==> config.mk <==
export PLATFORM = sky130hd
export DESIGN_NAME = delta_id_list_decoder_top
export DESIGN_NICKNAME = d
export VERILOG_FILES = /design/src/design/dil_pkg.sv /design/src/design/dil_front.sv /design/src/design/dil_fifo.sv /design/src/design/dil_back.sv /design/src/design/delta_id_list_decoder_top.sv
export SDC_FILE = /design/constraint.sdc
export NUM_CORES = 1
export LEC_CHECK = 0
export ABC_AREA = 1
export BUFFER_PORTS_ARGS = -buffer_cell sky130_fd_sc_hd__buf_2
export CAP_MARGIN = 20
export CELL_PAD_IN_SITES_DETAIL_PLACEMENT = 2
export CELL_PAD_IN_SITES_GLOBAL_PLACEMENT = 2
export CORE_MARGIN = 8
export CORE_UTILIZATION = 34
export CTS_BUF_LIST = sky130_fd_sc_hd__clkbuf_2 sky130_fd_sc_hd__clkbuf_4 sky130_fd_sc_hd__clkbuf_8
export DETAILED_ROUTE_END_ITERATION = 8
export HOLD_SLACK_MARGIN = 0.15
export PLACE_DENSITY_LB_ADDON = 0.1
export SLEW_MARGIN = 40
export SYNTH_ARGS = -nofsm -noshare
export SYNTH_HDL_FRONTEND = slang
export SYNTH_SLANG_ARGS = --single-unit
export TNS_END_PERCENT = 100
==> constraint.sdc <==
create_clock -name clk -period 8.1 [get_ports clk]
set_input_delay 0.81 -clock clk [delete_from_list [all_inputs] [get_ports clk]]
set_output_delay 0.81 -clock clk [all_outputs]
set_load 0.05 [all_outputs]
==> src/design/dil_pkg.sv <==
// Types, codes and constants of the delta ID list decoder.
// Used by every module of the block; depends on nothing.
package dil_pkg;

  // Width of the decoded IDs; sums wrap at this width (8 to 32).
  localparam int ID_WIDTH = 32;
  localparam int PID_W    = 32;
  localparam int CNT_W    = 32;
  localparam int ACC_W    = 32;
  localparam int REPS_W   = 5;

  // Queue depth between front and back, a power of two.
  localparam int QUEUE_DEPTH = 4;
  localparam int QPTR_W      = $clog2(QUEUE_DEPTH);

  localparam logic [CNT_W-1:0] CNT_MAX = '1;

  // Request opcodes.
  localparam logic OP_START = 1'b0;
  localparam logic OP_CODE  = 1'b1;

  // Code byte classes.
  localparam logic [7:0] CODE_LIT_MAX = 8'h7F;
  localparam logic [7:0] CODE_NIB_MAX = 8'hDF;
  localparam logic [7:0] CODE_TOP_BIT = 8'hE1;
  localparam logic [7:0] CODE_RUN_MIN = 8'hF0;

  // Result status codes.
  localparam logic [1:0] STAT_OK       = 2'd0;
  localparam logic [1:0] STAT_UNUSED   = 2'd1;
  localparam logic [1:0] STAT_MISMATCH = 2'd2;

  // Command kinds passed from front to back.
  localparam logic [2:0] K_START  = 3'd0;
  localparam logic [2:0] K_DELTA  = 3'd1;
  localparam logic [2:0] K_RUN    = 3'd2;
  localparam logic [2:0] K_UNUSED = 3'd3;
  localparam logic [2:0] K_CHECK  = 3'd4;

  typedef struct packed {
    logic             opcode;
    logic [31:0]      first_id;
    logic [31:0]      expected_count;
    logic [7:0]       code_byte;
    logic             end_of_record;
  } in_t;

  typedef struct packed {
    logic [PID_W-1:0] pattern_id;
    logic             id_valid;
    logic [1:0]       status;
    logic             last_of_run;
  } out_t;

  typedef struct packed {
    logic [2:0]        kind;
    logic [ACC_W-1:0]  value;
    logic [CNT_W-1:0]  expect_cnt;
    logic [REPS_W-1:0] reps;
    logic              eor;
  } cmd_t;

  typedef struct packed {
    logic full;
    logic empty;
  } q_stat_t;

endpackage

==> src/design/dil_front.sv <==
// Front end: accepts requests, folds delta nibbles into the accumulator
// and pushes one command per result-producing request. Depends on dil_pkg.
module dil_front (
  input  logic             clk,
  input  logic             rst_n,
  input  logic             in_valid,
  output logic             in_ready,
  input  dil_pkg::in_t     in_data,
  input  dil_pkg::q_stat_t q_stat,
  output logic             push,
  output dil_pkg::cmd_t    push_cmd
);

  logic [dil_pkg::ACC_W-1:0] acc_r, acc_nxt;
  logic                      take;
  logic                      need_push;
  logic [4:0]                nib_shift;

  assign in_ready  = !q_stat.full;
  assign take      = in_valid && in_ready;
  assign nib_shift = 5'd7 + {in_data.code_byte[6:4], 2'b00};

  always_comb begin
    acc_nxt             = acc_r;
    need_push           = 1'b1;
    push_cmd.kind       = dil_pkg::K_UNUSED;
    push_cmd.value      = '0;
    push_cmd.expect_cnt = in_data.expected_count;
    push_cmd.reps       = '0;
    push_cmd.eor        = in_data.end_of_record;
    if (in_data.opcode == dil_pkg::OP_START) begin
      push_cmd.kind  = dil_pkg::K_START;
      push_cmd.value = in_data.first_id;
      acc_nxt        = '0;
    end else if (in_data.code_byte <= dil_pkg::CODE_LIT_MAX) begin
      push_cmd.kind  = dil_pkg::K_DELTA;
      push_cmd.value = acc_r | dil_pkg::ACC_W'(in_data.code_byte);
      acc_nxt        = '0;
    end else if (in_data.code_byte <= dil_pkg::CODE_NIB_MAX) begin
      // Nibble lands at bit 7, 11, ... 27; only an end of record needs the back.
      acc_nxt       = acc_r | (dil_pkg::ACC_W'(in_data.code_byte[3:0]) << nib_shift);
      push_cmd.kind = dil_pkg::K_CHECK;
      need_push     = in_data.end_of_record;
    end else if (in_data.code_byte == dil_pkg::CODE_TOP_BIT) begin
      acc_nxt       = acc_r | {1'b1, {(dil_pkg::ACC_W-1){1'b0}}};
      push_cmd.kind = dil_pkg::K_CHECK;
      need_push     = in_data.end_of_record;
    end else if (in_data.code_byte >= dil_pkg::CODE_RUN_MIN) begin
      push_cmd.kind = dil_pkg::K_RUN;
      push_cmd.reps = dil_pkg::REPS_W'(in_data.code_byte[3:0]) + dil_pkg::REPS_W'(2);
    end
  end

  assign push = take && need_push;

  always_ff @(posedge clk) begin
    if (!rst_n) begin
      acc_r <= '0;
    end else if (take) begin
      acc_r <= acc_nxt;
    end
  end

endmodule

==> src/design/dil_fifo.sv <==
// Short command queue between front and back.
// Depends on dil_pkg for the command type and depth.
module dil_fifo (
  input  logic             clk,
  input  logic             rst_n,
  input  logic             push,
  input  dil_pkg::cmd_t    push_cmd,
  input  logic             pop,
  output dil_pkg::cmd_t    head,
  output dil_pkg::q_stat_t q_stat
);

  dil_pkg::cmd_t               mem_r [dil_pkg::QUEUE_DEPTH];
  logic [dil_pkg::QPTR_W-1:0]  wr_ptr_r, rd_ptr_r;
  logic [dil_pkg::QPTR_W:0]    cnt_r;

  assign head         = mem_r[rd_ptr_r];
  assign q_stat.empty = (cnt_r == '0);
  assign q_stat.full  = (cnt_r == (dil_pkg::QPTR_W+1)'(dil_pkg::QUEUE_DEPTH));

  always_ff @(posedge clk) begin
    if (push) begin
      mem_r[wr_ptr_r] <= push_cmd;
    end
  end

  always_ff @(posedge clk) begin
    if (!rst_n) begin
      wr_ptr_r <= '0;
      rd_ptr_r <= '0;
      cnt_r    <= '0;
    end else begin
      if (push) wr_ptr_r <= wr_ptr_r + 1'b1;
      if (pop)  rd_ptr_r <= rd_ptr_r + 1'b1;
      if (push && !pop)      cnt_r <= cnt_r + 1'b1;
      else if (pop && !push) cnt_r <= cnt_r - 1'b1;
    end
  end

endmodule

==> src/design/dil_back.sv <==
// Back end: runs queued commands, keeps previous ID and counts,
// and drives the registered result channel. Depends on dil_pkg.
module dil_back (
  input  logic             clk,
  input  logic             rst_n,
  input  dil_pkg::cmd_t    head,
  input  dil_pkg::q_stat_t q_stat,
  output logic             pop,
  output logic             out_valid,
  input  logic             out_ready,
  output dil_pkg::out_t    out_data
);

  logic [dil_pkg::ID_WIDTH-1:0] prev_r, prev_nxt;
  logic [dil_pkg::CNT_W-1:0]    count_r, count_nxt;
  logic [dil_pkg::CNT_W-1:0]    target_r, target_nxt;
  logic [dil_pkg::REPS_W-1:0]   rep_r, rep_nxt;
  logic                         xtra_r, xtra_nxt;
  logic                         out_valid_r;
  dil_pkg::out_t                out_r;

  logic                         go, produce, last, mism;
  logic [dil_pkg::CNT_W-1:0]    base, inc, tgt;
  logic [dil_pkg::ID_WIDTH-1:0] emit_id;
  dil_pkg::out_t                res;

  assign go        = !q_stat.empty && (!out_valid_r || out_ready);
  assign out_valid = out_valid_r;
  assign out_data  = out_r;

  always_comb begin
    base    = (head.kind == dil_pkg::K_START) ? '0 : count_r;
    inc     = (base == dil_pkg::CNT_MAX) ? base : base + 1'b1;
    tgt     = (head.kind == dil_pkg::K_START) ? head.expect_cnt : target_r;
    case (head.kind)
      dil_pkg::K_START: emit_id = head.value[dil_pkg::ID_WIDTH-1:0];
      dil_pkg::K_DELTA: emit_id = prev_r + head.value[dil_pkg::ID_WIDTH-1:0]
                                  + dil_pkg::ID_WIDTH'(1);
      default:          emit_id = prev_r + dil_pkg::ID_WIDTH'(1);
    endcase
  end

  always_comb begin
    produce    = 1'b0;
    pop        = 1'b0;
    last       = 1'b1;
    mism       = 1'b0;
    res        = '0;
    prev_nxt   = prev_r;
    count_nxt  = count_r;
    target_nxt = target_r;
    rep_nxt    = rep_r;
    xtra_nxt   = xtra_r;
    if (go) begin
      unique case (head.kind) inside
        dil_pkg::K_START, dil_pkg::K_DELTA, dil_pkg::K_RUN: begin
          last = (head.kind != dil_pkg::K_RUN) ||
                 (rep_r == head.reps - dil_pkg::REPS_W'(1));
          mism = last && head.eor && (inc != tgt);
          produce         = 1'b1;
          prev_nxt        = emit_id;
          count_nxt       = inc;
          target_nxt      = tgt;
          res.pattern_id  = dil_pkg::PID_W'(emit_id);
          res.id_valid    = 1'b1;
          res.status      = mism ? dil_pkg::STAT_MISMATCH : dil_pkg::STAT_OK;
          res.last_of_run = last;
          pop             = last;
          rep_nxt         = last ? '0 : rep_r + 1'b1;
        end
        dil_pkg::K_UNUSED: begin
          produce = 1'b1;
          if (!xtra_r) begin
            mism            = head.eor && (count_r != target_r);
            res.status      = dil_pkg::STAT_UNUSED;
            res.last_of_run = !mism;
            xtra_nxt        = mism;
            pop             = !mism;
          end else begin
            res.status      = dil_pkg::STAT_MISMATCH;
            res.last_of_run = 1'b1;
            xtra_nxt        = 1'b0;
            pop             = 1'b1;
          end
        end
        dil_pkg::K_CHECK: begin
          produce         = (count_r != target_r);
          res.status      = dil_pkg::STAT_MISMATCH;
          res.last_of_run = 1'b1;
          pop             = 1'b1;
        end
        default: begin
          pop = 1'b1;
        end
      endcase
    end
  end

  always_ff @(posedge clk) begin
    if (produce) begin
      out_r <= res;
    end
  end

  always_ff @(posedge clk) begin
    if (!rst_n) begin
      prev_r      <= '0;
      count_r     <= '0;
      target_r    <= '0;
      rep_r       <= '0;
      xtra_r      <= 1'b0;
      out_valid_r <= 1'b0;
    end else begin
      prev_r   <= prev_nxt;
      count_r  <= count_nxt;
      target_r <= target_nxt;
      rep_r    <= rep_nxt;
      xtra_r   <= xtra_nxt;
      if (produce)        out_valid_r <= 1'b1;
      else if (out_ready) out_valid_r <= 1'b0;
    end
  end

endmodule

==> src/design/delta_id_list_decoder_top.sv <==
// Delta ID list decoder, top level. An accepted request is written to the
// command queue, and its result to the output register after that.
// Throughput: one request per cycle while the queue is not full; a run
// code yields N+2 IDs, an unused code closing a mismatched record two results.
// Reset (rst_n low, synchronous) clears IDs, counts, accumulator and queue.
// Depends on dil_pkg, dil_front, dil_fifo and dil_back.
module delta_id_list_decoder_top (
  input  logic          clk,
  input  logic          rst_n,
  input  logic          in_valid,
  output logic          in_ready,
  input  dil_pkg::in_t  in_data,
  output logic          out_valid,
  input  logic          out_ready,
  output dil_pkg::out_t out_data
);

  // Front to queue: one command per request that yields results.
  logic             push;
  dil_pkg::cmd_t    push_cmd;
  // Queue to back: head command and fill status.
  dil_pkg::cmd_t    head;
  dil_pkg::q_stat_t q_stat;
  logic             pop;

  // Classify requests and hold the delta accumulator; stall only on a full queue.
  dil_front u_front (
    .clk      (clk),
    .rst_n    (rst_n),
    .in_valid (in_valid),
    .in_ready (in_ready),
    .in_data  (in_data),
    .q_stat   (q_stat),
    .push     (push),
    .push_cmd (push_cmd)
  );

  // Decouple the two sides so a long run does not block accepting requests.
  dil_fifo u_fifo (
    .clk      (clk),
    .rst_n    (rst_n),
    .push     (push),
    .push_cmd (push_cmd),
    .pop      (pop),
    .head     (head),
    .q_stat   (q_stat)
  );

  // Emit IDs and status results; advance the queue on an item's final result.
  dil_back u_back (
    .clk       (clk),
    .rst_n     (rst_n),
    .head      (head),
    .q_stat    (q_stat),
    .pop       (pop),
    .out_valid (out_valid),
    .out_ready (out_ready),
    .out_data  (out_data)
  );

endmodule

; Yosys cells after proc, flatten, opt, wreduce, memory -nomap -nowiden
; Memory sizes are Yosys's and may differ from the RTL's. A register that Yosys moved wholly into a read port is not among the register bits.
; Cells that the tools add are included.
[totals]
ramBits = 292
input_bits = 78
memories = 1
word_cells = 115
regBits = 178
[op_classes]
n_eq_ne = 13
n_bitwise = 2
shift = 1
order_cmp = 3
n_reduce_logical = 26
n_mux = 42
addsub = 12
[mem_list]
columns = memory, words, word_bits, rd, rd_clocked_by_memory_dff, write_ports, line_no
row1 = u_fifo.mem_r, 4, 73, 1, 1, 1, dil_fifo.sv:13  ; dil_pkg::cmd_t mem_r [dil_pkg::QUEUE_DEPTH];
[ops]
columns = op, n
row1 = $mux W32, 8
row2 = $add A32 B1 Y32 const B, 3
row3 = $ne A32 B32 Y1, 2
row4 = $pmux W32 S2, 1
row5 = $mux W35, 1
row6 = $add A32 B32 Y32, 1
row7 = $eq A32 B32 Y1 const B, 1
row8 = $or A32 B32 Y32, 1
row9 = $or A32 B8 Y32, 1
row10 = $shl A4 B5 Y32, 1
row11 = $mux W5, 6
row12 = $mux W3, 6
row13 = $mux W1, 14
row14 = $pmux W3 S3, 1
row15 = $eq A8 B8 Y1 const B, 1
row16 = $ge A8 B8 Y1 const B, 1
row17 = $le A8 B7 Y1 const B, 1
row18 = $le A8 B8 Y1 const B, 1
row19 = $logic_and A1 B1 Y1, 8
row20 = $reduce_and A2 Y1, 4
row21 = $eq A3 B2 Y1 const B, 2
row22 = $eq A3 B3 Y1 const B, 2
row23 = $logic_not A1 Y1, 6
row24 = $logic_not A3 Y1, 2
row25 = other kinds (18), 24

; Longest topological paths before layout
; Gate-level depths: netlist of the first run.
[depth]
word_depth = 10
ltp_mapped = 32

; Cells and area by module
; From an unflattened synthesis of the first run, not the netlist that was laid out.
[hier_totals]
hier_cells = 2804
hier_area_um2 = 24343.3
[by_module_without_submodules]
columns = mod, seq_area_each_um2, area_each_um2, cells_each, n_inst
row1 = dil_fifo, 8948.6, 11278.3, 764, 1
row2 = dil_back, 3143.0, 10661.5, 1697, 1
row3 = dil_front, 580.6, 2403.6, 343, 1

; Worst setup path before layout of the first run
; No wires, ideal clock.
[synth_timing]
kind = input port to flip-flop
from = in in_data[6] (netlist name)
to = mem u_fifo.mem_r[0][0] (netlist name), enable pin
t_required_ps = 7595
path_slack_ps = 2757
path_stages = 9
arrival_ps = 4838
path_cell_list = inv_1 > ha_1 > a311oi_1 > nand2_1 > inv_1 > nor2_1 > nand2_1 > nand2_1 > nor2_1
[synth_between]
elab_chain_cells = 8
word_cells_on_any_way = 10
cone_classes = order compare: 2 / eq/ne: 1 / mux: 6 / reduce/logical: 1
[synth_lines]
columns = element, line_no
row1 = from (decl), delta_id_list_decoder_top.sv:12  ; input dil_pkg::in_t in_data,
row2 = "parallel branches: the longest is 3 deep, another holds $le A8 B8 Y1", -
row3 = $mux W1 (*), dil_front.sv:35  ; end else if (in_data.code_byte <= dil_pkg::CODE_LIT_MAX) begin
row4 = $mux W1 (*), dil_front.sv:31  ; if (in_data.opcode == dil_pkg::OP_START) begin
row5 = $logic_and A1 B1 Y1 (*), dil_front.sv:54  ; assign push = take && need_push;
row6 = $mux W1 (*), dil_fifo.sv:22  ; if (push) begin
row7 = $mux W1 (implied by the code) (*), dil_fifo.sv:23  ; mem_r[wr_ptr_r] <= push_cmd;
row8 = to (decl), dil_fifo.sv:13
; Every way passes the cells marked *.

==> metrics, run 1 <==
Clock Sinks=approximately 470; syn nets=between 2,000 and 3,000; Die Footprint=roughly 80,000 µm²; top_reg_cell synth=edfxtp_1; IO Pins=116; Final Slew Violations=0; slowest CP cell=inv_6; CP Max Fanout=101; core area=68,700 µm²; element type at the critical path end=register; RSZ-0062 raised after global routing=false; max-cap violations=0; Seq/Total Area, Yosys=0.537; cell accounting for the most synthesized area=edfxtp_1; num rows=96; drt drc=0; routed wire length=85,700 µm; R2R Setup Slk=between 2 and 3 ns; number of port buffers=~120; largest net degree at the start of global routing=102; clock latency on the worst-skew pair=0.69 ns; Worst Min Path Start=in_data[40]; post-route total power=10.3 mW; placer congestion estimate=0.845; clk slew on worst S/H paths=0.06 ns; Resized cells post-CTS=0; Hold WC Path Type=in2reg; FF+latch count, synth=469; top-count cell post-synth=nand2_1; Routed wire per std cell=22.2 µm; vias in the first global route=~22,000; die width=280 µm; area growth from synthesis to layout=13.9%; H-Tree Depth=3; Detailed Routing Iterations Pass 1=4; CP Launch Type=register; hold path depth=1; post-layout minimum cycle time=between 5 and 6 ns; Detail Route Antenna Nets=0; Fin Clk Skew=0.0493 ns; most instantiated cells after synthesis=519 x nand2_1, 371 x inv_1, 328 x edfxtp_1, 284 x o21ai_0, 276 x nor2_1; Final Hold Viols=0; CTS buffer count=87; power density over the cells=around 380 nW/µm²; synth warn=0; DR vias=20,082; final instance area=26,900 µm²; Worst-Margin Slew=around 0.82 ns; status=completed; Mapped Cells=2,759; Fillers=7,830; required time worst endpoint=8.50 ns; Slew headroom=0.452; root buffer cell=clkbuf_8; Avg Inst Size Synth=~8.6 µm²; Leakage=10.9 nW; crit path DAT=5.54 ns; global-route wire length before repair=131,000 µm; initial cell density of the core=0.344; Vias/cell=around 5.2; Worst R2R Path Depth=16; Die Y=280 µm; Hold-fix buffers, CTS=0; most used cell, CP=o21ai_0; Placed Instances=~3,700; Achievable Freq=0.195 GHz; initial antenna violation count=4; Finished Layout Cells=3,867; share of cells above drive strength 1=0.113; CTS tree=done; area of the mapped netlist=23,600 µm²; Yosys top cell area share=0.417; top cells by area, synth=edfxtp_1 42%, dfxtp_1 12%, nand2_1 8.2%; reg-to-reg endpoint=u_back.out_data[25]; clk buf depth=3; Distinct cells, synth=53; Largest stage delay, worst path=0.67 ns; worst path cell trace=inv_6, buf_4, o21ai_0, o22ai_1, ha_1, a21oi_1, o21ai_0, a21boi_0, o21ai_0, a21oi_1, o21ai_0, or2_2, nand3_1, nand2_1, nand2_1, inv_1; hold endpoint=u_fifo.mem_r[0][37]; Async SR Flop Fraction=0; WS Path Type=reg2reg; dpl hpwl=61,300 µm; grt ovf=0; Final Net Count=2,989; Post-DP Area=25,100 µm²; Fin Setup TNS=0 ns; Final setup viols=0; buffer count from post-CTS setup fixing=0; Overall Global Routing Usage=0.214; number of synthesized flops with an enable pin=approximately 330; Max IR drop VDD=0.201 mV; crit share post-route=0.634; Iteration-0 DRC Markers=1,073
## metal layers
metal	GRT usage	up-vias	routed length, µm
met1	0.297	10097	42100
met3	0.0295	117	2700
li1	-	9581	-
met5	0	-	0
met2	0.354	287	39600
met4	0.0488	0	1370
## cell usage in the layout (no fill, tap or decap), drive strengths merged, types with 2 or more instances in the layout
cell type	n
or2	14
o22ai	95
bufinv	3
a21oi	207
nor4	10
clkbuf	121
o211ai	3
o21a	5
a32oi	7
nor2	284
a32o	9
buf	139
clkinvlp	2
o21ai	284
fa	2
nand4	35
inv	381
nand3b	17
clkinv	33
a221oi	2
nand3	119
o221ai	3
nand2	522
xor2	27
a21o	3
xnor2	16
nor3	38
diode	2
o31ai	3
a22oi	11
dfxtp	141
a31oi	14
and2	2
edfxtp	328
ha	44
## worst max-delay path: cells and delay by family (launching register included)
family                     cells  cell delay (ns)
and+or+nand+nor                4             0.59
buffers and inverters          3             1.30
AOI/OAI and AO/OA              8             2.04
DFF                            1             0.56
adders and majority gates      1             0.37
## layout make-up
type                            count  area (µm²)  area share
Multi-Input combinational cell   1786        9020       0.335
Inverter                          382        1450      0.0538
Tap cell                          931        1160      0.0433
Antenna cell                        2        5.00    0.000186
Clock buffer                      121        1490      0.0554
Timing Repair Buffer              139         815      0.0303
Clock inverter                     37         283      0.0105
Sequential cell                   469       12700       0.471
## stage by stage
step	hold WS, ns	utilization	setup slack, ns
after CTS	0.283	0.392	2.85
final	0.355	0.392	2.96
after global routing	0.316	0.392	2.46
after global placement	0.443	0.364	2.80
after floorplan	0.430	-	2.76
after detailed placement	0.451	0.366	2.92
## power breakdown
group | leakage, nW | internal, mW | total [mW] | switching [mW]
registers | 4.23 | 3.02 | 3.32 | 0.301
logic | 5.73 | 1.17 | 4.56 | 3.39
clock network | 0.934 | 1.30 | 2.37 | 1.08
total | 10.9 | 5.49 | 10.3 | 4.76
## cells by family (layout without fill, tap and decap cells)
group                      count (synthesis)  in the layout  synth area share
other                                      0              2                 0
DFF                                      469            469             0.537
buffers and inverters                    504            679            0.0833
xor gates and xnor gates                  43             43            0.0159
AOI/OAI and AO/OA                        654            654             0.152
adders and majority gates                 46             46            0.0250
and+or+nand+nor                         1043           1043             0.187
## registers in the layout, summed over array words and instances (netlist names), 3 cells and up, named ones only
register / count
u_back.count_r: 32
u_back.out_data: 36
u_back.prev_r: 32
u_back.rep_r: 5
u_back.target_r: 32
u_fifo.cnt_r: 3
u_fifo.mem_r: 292
u_front.acc_r: 29
## worst max-delay path by stage
stage / to / slack (ns) / cells after the start
finish: u_back.out_data[25] / 2.96 / 16
global route: u_back.out_data[25] / 2.46 / 16
CTS: u_back.out_data[25] / 2.85 / 16
detailed placement: u_back.out_data[25] / 2.92 / 16
global placement: u_back.out_data[2] / 2.80 / 20
floorplan: u_fifo.mem_r[0][0] / 2.76 / 9
No activity file was read; power rests on OpenSTA's default activity.
==> run 2, diff against run 1 <==
Clock period 8.1 ns to 4.7 ns, I/O delays scaled along.
==> metrics, run 2 (synthesized netlist as in run 1, its figures left out) <==
Int Power=9.71 mW (+77%); routed wire length=86,500 µm (+0.96%); clock share of power=0.236 (+0.005); post-layout minimum cycle time=4.34 ns (-0.799 ns); Iteration-0 DRC Markers=1,037 (-3.4%); commonest non-fill, non-tap cell in the layout=nand2_1; Routed wire per std cell=22.0 µm (-0.56%); Worst-Margin Slew=0.885 ns (+0.0661 ns); root buffer cell=clkbuf_8; Largest stage delay, worst path=0.43 ns (-0.24 ns); area growth from synthesis to layout=16.5%; Die Y=280 µm (unchanged); Clock Sinks=469 (unchanged); WS Path Type=reg2reg; Largest Register=u_fifo.mem_r; Leakage=11.2 nW (+2.8%); power density over the cells=655 nW/µm² (+72%); sequential power share=0.315 (-0.009); status=completed; switching share of power=0.460 (-0.00411); clock latency on the worst-skew pair=0.70 ns (about the same); worst path cell trace=inv_4, buf_4, o21ai_0, o22ai_1, ha_1, a21oi_1, o21ai_0, nor2_1, o21ai_0, a21boi_0, o21ai_0, nand2_1, nand2_1, inv_1, o21ai_0, or2_2, nand3_1, nand2_1, nand2_1, inv_1; Final setup viols=0 (unchanged); most used cell, CP=o21ai_0; die width=280 µm (unchanged); global-route wire length before repair=133,000 µm (+1.2%); max-cap violations=0 (unchanged); dpl hpwl=62,300 µm (+1.5%); CTS tree=done; grt ovf=0 (unchanged); Final Slew Violations=0 (unchanged); placer congestion estimate=0.844 (-0.11%); number of port buffers=115 (unchanged); Worst Min Path Start=in_valid; Fin Clk Skew=0.0283 ns (-0.0210 ns); hold path depth=5 (+4); Detailed Routing Iterations Pass 1=5 (+1); worst path buffer plus inverter count=4 (+1); share of cells above drive strength 1=0.121 (+0.00817); element type at the critical path end=register; clk slew on worst S/H paths=0.06 ns (about the same); Achievable Freq=0.230 GHz (+18%); CP Max Fanout=33 (-67%); Fin Setup TNS=0 ns (unchanged); Util after Layout=0.400 (+0.00867); slowest CP cell=dfxtp_4; initial antenna violation count=10 (+6); Fillers=7,807 (-0.29%); required time worst endpoint=5.15 ns (-3.35 ns); max reg flops=292 (unchanged); clk buf depth=3 (unchanged); crit path DAT=4.79 ns (-0.75 ns); crit share post-route=0.923 (+0.289); reg-to-reg endpoint=u_back.out_data[23]; DR vias=20,329 (+1.2%); H-Tree Depth=3 (unchanged); num rows=96 (unchanged); vias in the first global route=22,511 (+2.6%); Slew headroom=0.410 (-0.0421); initial cell density of the core=0.344 (unchanged); drt drc=0 (unchanged); Vias/cell=5.18 (-0.29%); core area=68,700 µm² (unchanged); Max IR drop VDD=0.364 mV (+81%); CTS buffer count=86 (-1.1%); Detail Route Antenna Nets=0 (unchanged); switching pwr=8.29 mW (+74%); R2R Setup Slk=0.36 ns (-2.60 ns); Die Footprint=78,100 µm² (unchanged); hold endpoint=u_front.acc_r[31]; CP Launch Type=register; Hold WC Path Type=in2reg; commonest non-fill, non-tap cells in the layout=517 x nand2_1, 368 x inv_1, 328 x edfxtp_1, 284 x o21ai_0, 270 x nor2_1; Final Net Count=3,046 (+1.9%); Comb pwr share=0.449 (+0.004); largest net degree at the start of global routing=76 (-25%); Worst R2R Path Depth=20 (+4); Final Hold Viols=0 (unchanged); RSZ-0062 raised after global routing=false; IO Pins=116 (unchanged); Overall Global Routing Usage=0.218 (+0.00329); cell type group with the largest total delay on the critical path=compound AO/OA/AOI/OAI gates
[run 2: cell types whose count changed in the layout (fill, tap and decap cells not counted), sizes merged]
cell,before,now
dlygate4sd3,0,36
inv,381,382
buf,139,160
clkinvlp,2,0
clkinv,33,29
diode,2,3
clkbuf,121,127
[run 2: final cells by class]
cell class,instances,area (µm²),share of cell area
repair buffers,197,1320,0.0480
multi-input cells,1786,9020,0.328
clock buffers,126,1570,0.0571
inverters,382,1440,0.0525
diodes,3,7.51,0.000273
well taps,931,1160,0.0424
flip-flops and latches,469,12700,0.461
clock inverters,32,298,0.0108
[run 2: metrics by stage]
step	worst slack (ns)	cells	hold WS [ns]	area [µm²]	power [mW]
after CTS	0.318	3922	0.170	27500	18.2
after global routing	0.0188	3925	0.206	27500	19.2
final	0.360	3926	0.233	27500	18.0
after floorplan	-0.303	2759	0.430	23600	10.9
after global placement	0.561	3728	0.445	25200	13.5
after detailed placement	0.315	3728	0.446	25300	13.8
[run 2: power by group through the flow]
stage,logic [mW],clock network (mW),registers [mW]
5_1_grt,8.94,4.55,5.75
6_report,8.09,4.25,5.67
4_1_cts,8.17,4.37,5.68
2_1_floorplan,4.70,0,6.17
3_5_place_dp,8.09,0,5.76
3_3_place_gp,7.76,0,5.72
[run 2: worst max path at each step]
stage          startpoint                  end  depth (start not counted)
6_report         register  u_back.out_data[23]                         20
5_1_grt          register  u_back.out_data[23]                         20
4_1_cts          register  u_back.out_data[23]                         20
3_5_place_dp     register  u_back.out_data[23]                         20
3_3_place_gp     register  u_back.out_data[32]                         17
2_1_floorplan  in_data[6]   u_fifo.mem_r[0][0]                          9
[run 2: routing by layer]
metal,GRT usage,up-vias,share of wire
met5,0,-,0
met4,0.0560,0,0.021
met3,0.0393,113,0.041
met2,0.360,343,0.46
met1,0.293,10190,0.47
li1,-,9683,-
[run 2: timing repair]
action | 4_1_cts | 5_1_grt
gates resized for setup | 0 | 0
endpoints found under the setup margin | 0 | 0
hold buffers | 36 | 0
setup buffers | 0 | 0
endpoints found under the hold margin | 138 | 0
[run 2: worst register-to-register path, delay by kind of cell, from the launching register on]
family / cells / cell delay [ns]
buffers and inverters: 4 / 0.63
and+or+nand+nor: 7 / 0.96
AOI/OAI and AO/OA: 8 / 1.73
DFF: 1 / 0.43
adders and majority gates: 1 / 0.36
==> run 3, diff against run 2 <==
Settings changed: CORE_ASPECT_RATIO set to 0.9, GPL_ROUTABILITY_DRIVEN set to 0.
==> metrics, run 3 (synthesized netlist as in run 1, its figures left out) <==
max-cap violations=0 (unchanged); Achievable Freq=0.226 GHz (-1.8%); Final setup viols=0 (unchanged); commonest non-fill, non-tap cells in the layout=517 x nand2_1, 368 x inv_1, 328 x edfxtp_1, 281 x o21ai_0, 270 x nor2_1; clk buf depth=3 (unchanged); Vias/cell=5.25 (+1.4%); Worst-Margin Slew=0.881 ns (-0.00395 ns); core area=68,700 µm² (about the same); final instance area=27,400 µm² (-0.42%); CP Launch Type=register; IO Pins=116 (unchanged); Iteration-0 DRC Markers=1,275 (+23%); element type at the critical path end=register; crit share post-route=0.940 (+0.0166); Largest stage delay, worst path=0.64 ns (+0.21 ns); vias in the first global route=22,549 (+0.17%); worst path buffer plus inverter count=4 (unchanged); dpl hpwl=62,400 µm (+0.19%); Overall Global Routing Usage=0.220 (+0.00261); Final Hold Viols=0 (unchanged); power density over the cells=649 nW/µm² (-0.81%); initial antenna violation count=9 (-1); slowest CP cell=buf_4; Leakage=11.1 nW (-0.84%); area growth from synthesis to layout=16.0%; commonest non-fill, non-tap cell in the layout=nand2_1; H-Tree Depth=3 (unchanged); worst path cell trace=inv_4, buf_4, nand2_1, a32o_1, ha_1, or2_2, a21oi_1, nand4_1, nand3_1, nand3_1, nand2_1, inv_1, ha_1, inv_1, fa_1, o21ai_0, a21oi_1; grt ovf=0 (unchanged); RSZ-0062 raised after global routing=false; die width=294 µm (+5.1%); clock latency on the worst-skew pair=0.71 ns (about the same); WP depth=17 (-15%); Hold WC Path Type=in2reg; clk slew on worst S/H paths=0.06 ns (about the same); required time worst endpoint=5.29 ns (+0.14 ns); Die Footprint=78,200 µm² (about the same); post-layout minimum cycle time=4.42 ns (+0.0780 ns); max reg flops=292 (unchanged); Slew headroom=0.408 (-0.00278); Detail Route Antenna Nets=0 (unchanged); Fin Setup TNS=0 ns (unchanged); Post-DP Area=25,300 µm² (about the same); CP Max Fanout=72 (+120%); buffer count from post-CTS setup fixing=0 (unchanged); num rows=91 (-5.2%); final worst slack=0.282 ns (-0.0780 ns); Fin Clk Skew=0.0431 ns (+0.0148 ns); hold path depth=5 (unchanged); worst slack, placed=0.237 ns (-0.0779 ns); initial cell density of the core=0.344 (about the same); cell type group with the largest total delay on the critical path=simple AND/OR/NAND/NOR gates; share of cells above drive strength 1=0.118 (-0.00309); Worst R2R Path Depth=17 (-15%); Detailed Routing Iterations Pass 1=5 (unchanged); Routed wire per std cell=22.5 µm (+1.9%); Die Y=266 µm (-4.8%); root buffer cell=clkbuf_8; Max IR drop VDD=0.360 mV (-1.0%); status=completed; Final Net Count=3,033 (-0.43%); Clock Sinks=469 (unchanged); Final Slew Violations=0 (unchanged); CTS buffer count=83 (-3.5%); crit path DAT=5.00 ns (+0.21 ns); DR vias=20,527 (+0.97%); drt drc=0 (unchanged); CTS tree=done; WS Path Type=reg2reg; Largest Register=u_fifo.mem_r; global-route wire length before repair=134,000 µm (+1.1%); routed wire length=87,800 µm (+1.5%); largest net degree at the start of global routing=85 (+12%); number of port buffers=115 (unchanged)
## run 3: cell types whose count changed in the layout (fill, tap and decap cells not counted), moves of 3 or more
cell	change
clkbuf_4	+5
buf_12	+6
clkbuf_8	-4
o21ai_0	-3
buf_4	-15
o21ai_1	+3
bufinv_16	-3
clkinv_1	-5
## run 3: worst paths after layout
kind                    startpoint                end  slack (ns)
setup / recovery          register    u_fifo.cnt_r[1]        0.28
hold / removal          in_data[3]  u_front.acc_r[29]        0.23
setup reg to reg          register    u_fifo.cnt_r[1]        0.28
hold reg to reg   u_front.acc_r[4]   u_front.acc_r[4]        0.46
## run 3: cell type report
| class | count | area, µm² |
|---|---|---|
| Clock inverter | 25 | 190 |
| Tap cell | 930 | 1160 |
| Clock buffer | 128 | 1560 |
| Fill cell | 7651 | 41300 |
| Multi-Input combinational cell | 1786 | 9020 |
| Inverter | 382 | 1450 |
| Timing Repair Buffer | 187 | 1320 |
| Sequential cell | 469 | 12700 |
| Antenna cell | 3 | 7.51 |
## run 3: stage by stage
step / utilization / power (mW) / instances / hold slack, ns
3_5_place_dp: 0.368 / 13.8 / 3718 / 0.455
2_1_floorplan: - / 10.9 / 2759 / 0.430
6_report: 0.399 / 17.8 / 3910 / 0.227
4_1_cts: 0.399 / 17.9 / 3907 / 0.164
3_3_place_gp: 0.368 / 13.4 / 3718 / 0.444
5_1_grt: 0.399 / 19.0 / 3909 / 0.191
## run 3: what timing repair did
| item | CTS | global route |
|---|---|---|
| hold endpoints to repair | 137 | 0 |
| gates resized for setup | 0 | 2 |
| hold buffers | 36 | 0 |
| endpoints found under the setup margin | 0 | 6 |
## run 3: where the power goes
group / internal (mW) / switching, mW
clock network: 2.16 / 1.88
logic: 2.12 / 5.96
registers: 5.20 / 0.465
## run 3: worst min-delay path: stages
cell	delay, ns
buf_2	0.13
nand2_1	0.08
nor2_1	0.06
nand3_1	0.08
a21oi_1	0.06
## run 3: per-layer routing
layer,global-route usage,routed length [µm],up-vias
li1,-,-,9671
met1,0.312,42700,10298
met2,0.349,39300,422
met3,0.0385,4110,132
met4,0.0502,1700,4
met5,0,22,-
